===== config.mk =====
export PLATFORM = sky130hd
export DESIGN_NAME = rsda_fifo
export DESIGN_NICKNAME = d
export VERILOG_FILES = /design/src/rsda_pkg.sv /design/src/rsda_fifo.sv
export SDC_FILE = /design/constraint.sdc
export NUM_CORES = 1
export LEC_CHECK = 0
export BUFFER_PORTS_ARGS = -buffer_cell sky130_fd_sc_hd__buf_2
export CAP_MARGIN = 20
export CORE_MARGIN = 1
export CORE_UTILIZATION = 40
export CTS_CLUSTER_SIZE = 8
export DETAILED_ROUTE_END_ITERATION = 16
export GPL_TIMING_DRIVEN = 0
export HOLD_SLACK_MARGIN = 0.1
export SLEW_MARGIN = 30
export SYNTH_ARGS = -nofsm -noshare
export SYNTH_HDL_FRONTEND = slang
export SYNTH_SLANG_ARGS = --single-unit

===== constraint.sdc =====
create_clock -name aclk -period 16.95 [get_ports aclk]
set_input_delay 1.695 -clock aclk [delete_from_list [all_inputs] [get_ports aclk]]
set_output_delay 1.695 -clock aclk [all_outputs]
set_load 0.02 [all_outputs]

===== src/rsda_pkg.sv =====
// Shared types and constants for the row-store dot product / AXPY block.
// No dependencies; used by the front end, queue, back end and top level.
`timescale 1ns / 1ps
`default_nettype none

package rsda_pkg;

    typedef enum logic [1:0] {
        OP_STORE = 2'd0,
        OP_ADD   = 2'd1,
        OP_DOT   = 2'd2
    } op_t;

    typedef struct packed {
        op_t         op;
        logic        ok;
        logic [15:0] value;
        logic [15:0] scale;
        logic        last;
    } item_t;

    typedef enum logic [2:0] {
        ST_IDLE,
        ST_CALC,
        ST_UPD,
        ST_EMIT
    } back_state_t;

    localparam int QDEPTH = 4;
    localparam int QAW    = 2;

    localparam int ROW_W   = 12;
    localparam int COL_W   = 7;
    localparam int ELEM_W  = 16;
    localparam int ACC_W   = 48;
    localparam int SUM_W   = 32;
    localparam int FRAC_W  = 12;
    localparam int S_TDATA_W = 56;

endpackage

`default_nettype wire


===== src/rsda_fifo.sv =====
// Short queue between front and back ends.
// Depends on rsda_pkg for its depth.
`timescale 1ns / 1ps
`default_nettype none

module rsda_fifo #(
    parameter int W = 56
) (
    input  wire logic         aclk,
    input  wire logic         aresetn,
    input  wire logic         push,
    input  wire logic [W-1:0] push_data,
    output logic              full,
    input  wire logic         pop,
    output logic              valid,
    output logic [W-1:0]      pop_data
);

    logic [W-1:0]              entry_reg [rsda_pkg::QDEPTH];
    logic [rsda_pkg::QAW:0]    wptr_reg, wptr_next;
    logic [rsda_pkg::QAW:0]    rptr_reg, rptr_next;

    assign full  = (wptr_reg[rsda_pkg::QAW] != rptr_reg[rsda_pkg::QAW]) &&
                   (wptr_reg[rsda_pkg::QAW-1:0] == rptr_reg[rsda_pkg::QAW-1:0]);
    assign valid = (wptr_reg != rptr_reg);
    assign pop_data = entry_reg[rptr_reg[rsda_pkg::QAW-1:0]];

    assign wptr_next = wptr_reg + (rsda_pkg::QAW+1)'(push && !full);
    assign rptr_next = rptr_reg + (rsda_pkg::QAW+1)'(pop && valid);

    always_ff @(posedge aclk) begin
        if (!aresetn) begin
            wptr_reg <= '0;
            rptr_reg <= '0;
        end else begin
            wptr_reg <= wptr_next;
            rptr_reg <= rptr_next;
        end
    end

    always_ff @(posedge aclk) begin
        if (push && !full) begin
            entry_reg[wptr_reg[rsda_pkg::QAW-1:0]] <= push_data;
        end
    end

endmodule

`default_nettype wire


==> metrics.txt <==
# TYPE chip_impl_metric gauge
chip_impl_metric{name="yosys_warnings",unit=""} 0
chip_impl_metric{name="detailedRoute.firstIterationViolations",unit=""} 206
chip_impl_metric{name="detailed_place.area",unit="mm2"} 0.009682
chip_impl_info{name="synth.cells.most_frequent",value="sky130_fd_sc_hd__edfxtp_1, sky130_fd_sc_hd__mux4_2, sky130_fd_sc_hd__buf_2"} 1
chip_impl_metric{name="routedWlPerCell",unit="um"} 20.27
chip_impl_metric{name="worst_skew_pair.late_latency",unit="ps"} 480
chip_impl_metric{name="whs",unit="ps"} 649.9
chip_impl_info{name="synth_top_cell_by_area",value="sky130_fd_sc_hd__edfxtp_1"} 1
chip_impl_metric{name="fillers",unit=""} 1634
chip_impl_metric{name="synth-edff-count",unit=""} 224
chip_impl_metric{name="finalMaxSlewViolations",unit=""} 0
chip_impl_metric{name="ratio_of_cells_with_drive_above_1_in_the_final_layout",unit="%"} 48.32
chip_impl_metric{name="first_global_vias",unit=""} 4312
chip_impl_metric{name="ff_latch_area",unit="mm2"} 0.006847
chip_impl_metric{name="routabilityCongestion",unit=""} 0.6892
chip_impl_info{name="timing.critical_path.to_type",value="primary output"} 1
chip_impl_metric{name="fp.dieArea",unit="mm2"} 0.02164
chip_impl_metric{name="area_added_between_synthesis_and_finish",unit="%"} 25.95
chip_impl_metric{name="synth_cell_type_count",unit=""} 19
chip_impl_metric{name="start_util",unit="%"} 41.23
chip_impl_info{name="r2r_start",value="rptr_reg[0]"} 1
chip_impl_metric{name="antenna_violations_before_repair",unit=""} 0
chip_impl_metric{name="critical_path_at",unit="ps"} 2190
chip_impl_metric{name="postSynthRegisterBits",unit=""} 230
chip_impl_metric{name="grt_overflow",unit=""} 0
chip_impl_metric{name="core_area",unit="mm2"} 0.02043
chip_impl_info{name="synth_ff_type",value="sky130_fd_sc_hd__edfxtp_1"} 1
chip_impl_metric{name="grt_start_max_net_pins",unit=""} 17
chip_impl_metric{name="netlist_instances",unit=""} 328
chip_impl_metric{name="setup_viol",unit=""} 0
chip_impl_info{name="clock_tree_from_tritoncts",value="done"} 1
chip_impl_metric{name="cts-buffers-inserted",unit=""} 34
chip_impl_metric{name="place_hpwl",unit="mm"} 9.890
chip_impl_metric{name="power_density",unit="mW/mm2"} 140.2
chip_impl_metric{name="port_buffers",unit=""} 117
chip_impl_metric{name="wire_length_of_the_first_global_routing_pass",unit="mm"} 24.32
chip_impl_metric{name="final.min_clock_period",unit="ps"} 3886
chip_impl_metric{name="grtUsageTotal",unit="%"} 15.10
chip_impl_info{name="run_status",value="finished, final reports clean"} 1
chip_impl_metric{name="viasPerCell",unit=""} 5.049
chip_impl_metric{name="synthesis.area_per_instance",unit="um2"} 25.68
chip_impl_metric{name="drt-pass1-iter-count",unit=""} 6
chip_impl_metric{name="utilization",unit="%"} 51.93
chip_impl_metric{name="route.detailed.drc",unit=""} 0
chip_impl_metric{name="synth_area",unit="mm2"} 0.008423
chip_impl_metric{name="cts_hold_repair.buffers",unit=""} 0
chip_impl_metric{name="cts-root-to-sink-buffers",unit=""} 3
chip_impl_metric{name="crit_fanout",unit=""} 10
chip_impl_metric{name="reg2reg_depth",unit=""} 6
chip_impl_metric{name="route.final.wire_length",unit="mm"} 15.79
chip_impl_info{name="rsz0062_at_grt",value="no"} 1
chip_impl_info{name="holdCritPathClass",value="reg2reg"} 1
chip_impl_metric{name="syn_nets",unit=""} 392
chip_impl_metric{name="maxSlewHeadroom",unit="%"} 39.55
chip_impl_info{name="top_area_cells_in_the_synthesized_netlist",value="sky130_fd_sc_hd__edfxtp_1, sky130_fd_sc_hd__mux4_2, sky130_fd_sc_hd__dfxtp_1, sky130_fd_sc_hd__ha_1, sky130_fd_sc_hd__buf_6"} 1
chip_impl_metric{name="synth_top_area_share",unit="%"} 79.86
chip_impl_metric{name="post_layout_inst_area",unit="mm2"} 0.01061
chip_impl_metric{name="cts-resized-gates",unit=""} 0
chip_impl_metric{name="finalClockSkew",unit="ps"} 11.24
chip_impl_metric{name="synth.yosys.seq_area_share",unit="%"} 81.28
chip_impl_info{name="critPathCapture",value="pop_data[20]"} 1
chip_impl_metric{name="num_vias",unit=""} 3933
chip_impl_metric{name="multiInputGateArea",unit="mm2"} 0.001555
chip_impl_metric{name="max_cap_viol_count",unit=""} 0
chip_impl_info{name="setup.worst_path.start_class",value="register"} 1
chip_impl_metric{name="timing_hold_violations_final",unit=""} 0
chip_impl_metric{name="max_freq",unit="GHz"} 0.2573
chip_impl_metric{name="power_leakage",unit="nW"} 3.636
chip_impl_metric{name="detail_route_antenna_nets",unit=""} 0
chip_impl_metric{name="chipWidth",unit="um"} 147.1
chip_impl_metric{name="io-pin-count",unit=""} 118
chip_impl_info{name="clock-root-buffer",value="sky130_fd_sc_hd__clkbuf_16"} 1
chip_impl_metric{name="cts.sink_count",unit=""} 230
chip_impl_metric{name="max-vdd-ir-drop",unit="mV"} 0.09854
chip_impl_info{name="critical_path.startpoint",value="rptr_reg[1]"} 1
chip_impl_metric{name="h_tree_levels",unit=""} 2
chip_impl_metric{name="reg2reg_slack",unit="ps"} 14470
chip_impl_info{name="r2r_end",value="entry_reg[2][42]"} 1
chip_impl_metric{name="post-cts-setup-buffer-count",unit=""} 0
chip_impl_metric{name="number_of_nets_in_the_final_layout",unit=""} 563
chip_impl_metric{name="timing.final.crit_share",unit="%"} 22.93
chip_impl_metric{name="die_h",unit="um"} 147.1
chip_impl_info{name="yosys.cell_count.top_type",value="sky130_fd_sc_hd__edfxtp_1"} 1
chip_impl_metric{name="largest_register_ff_count",unit=""} 224
chip_impl_metric{name="async_reset_ff_share",unit="%"} 0
chip_impl_metric{name="critical_path_required",unit="ps"} 15250
chip_impl_metric{name="rows",unit=""} 52
chip_impl_metric{name="totalNegativeSetupSlack",unit="ps"} 0
chip_impl_info{name="critical_path_class",value="reg2out"} 1
chip_impl_metric{name="worst-slew-pin-transition",unit="ps"} 903.6
chip_impl_metric{name="register_clock_pin_slew_on_the_reported_worst_setup_and_hold_paths",unit="ps"} 50
## metal layers
metal / track usage (%) / vias to the layer above / wire, um
met5: 0 / - / 0
met4: 4.897 / 0 / 332
met3: 4.037 / 29 / 964
met2: 25.28 / 120 / 7832
met1: 19.17 / 2034 / 6664
li1: - / 1750 / -
## worst min path at each step
stage                   to         from  cells past startpoint  slack, ps
2_1_floorplan  rptr_reg[2]  rptr_reg[2]                      2        600
3_3_place_gp   wptr_reg[2]  wptr_reg[2]                      2        610
3_5_place_dp   rptr_reg[2]  rptr_reg[2]                      2        630
4_1_cts        rptr_reg[2]  rptr_reg[2]                      2        650
5_1_grt        wptr_reg[2]  wptr_reg[2]                      2        670
6_report       rptr_reg[2]  rptr_reg[2]                      2        650
## through the flow
| stage | cells | total power (W) | setup WS [ps] |
|---|---|---|---|
| 2_1_floorplan | 328 | 0.0008382 | 10320 |
| 3_3_place_gp | 715 | 0.0009144 | 6503 |
| 3_5_place_dp | 733 | 0.0009244 | 13440 |
| 4_1_cts | 777 | 0.001511 | 13040 |
| 5_1_grt | 777 | 0.001543 | 12970 |
| 6_report | 779 | 0.001487 | 13060 |
## critical path, stage by stage, from the launching register on
cell                      delay [ps]
sky130_fd_sc_hd__dfxtp_1         440
sky130_fd_sc_hd__buf_2           360
sky130_fd_sc_hd__buf_2           360
sky130_fd_sc_hd__mux4_2          370
sky130_fd_sc_hd__buf_2           180
## final cells by class
cell class,instances,area share [%]
well taps,270,3.184
inverters,2,0.07076
clock buffers,43,8.539
plain buffers,12,0.7902
diodes,2,0.04718
flip-flops and latches,230,64.54
repair buffers,135,8.091
multi-input cells,84,14.66
clock inverters,1,0.08256
## cells by family (layout without fill, tap and decap cells)
kind of cell	count (synthesis)	count (layout)	share of synthesized area, %
xor gates and xnor gates	6	6	0.7132
AOI/OAI and AO/OA	6	6	0.4754
muxes	56	56	14.97
DFF	230	230	81.28
buffers and inverters	14	193	1.084
other	0	2	0
and+or+nand+nor	12	12	0.8765
adders and majority gates	4	4	0.5942
## report_power, final
| group | switching, W | internal [W] | total [W] |
|---|---|---|---|
| clock | 0.000212 | 0.000367 | 0.000579 |
| combinational | 0.000138 | 0.000106 | 0.000245 |
| sequential | 0.00000717 | 0.000656 | 0.000663 |
| total | 0.000357 | 0.00113 | 0.00149 |
## cell usage in the layout, fill, tap and decap left out, drive strengths merged
master,count
dfxtp,6
nand3,2
ha,4
a311oi,1
and3,1
buf,147
nand3b,1
xor2,3
a31oi,5
edfxtp,224
inv,3
nand2,1
clkbuf,43
mux4,56
and2,6
or3b,1
diode,2
xnor2,3
No activity file was read; power rests on OpenSTA's default activity.
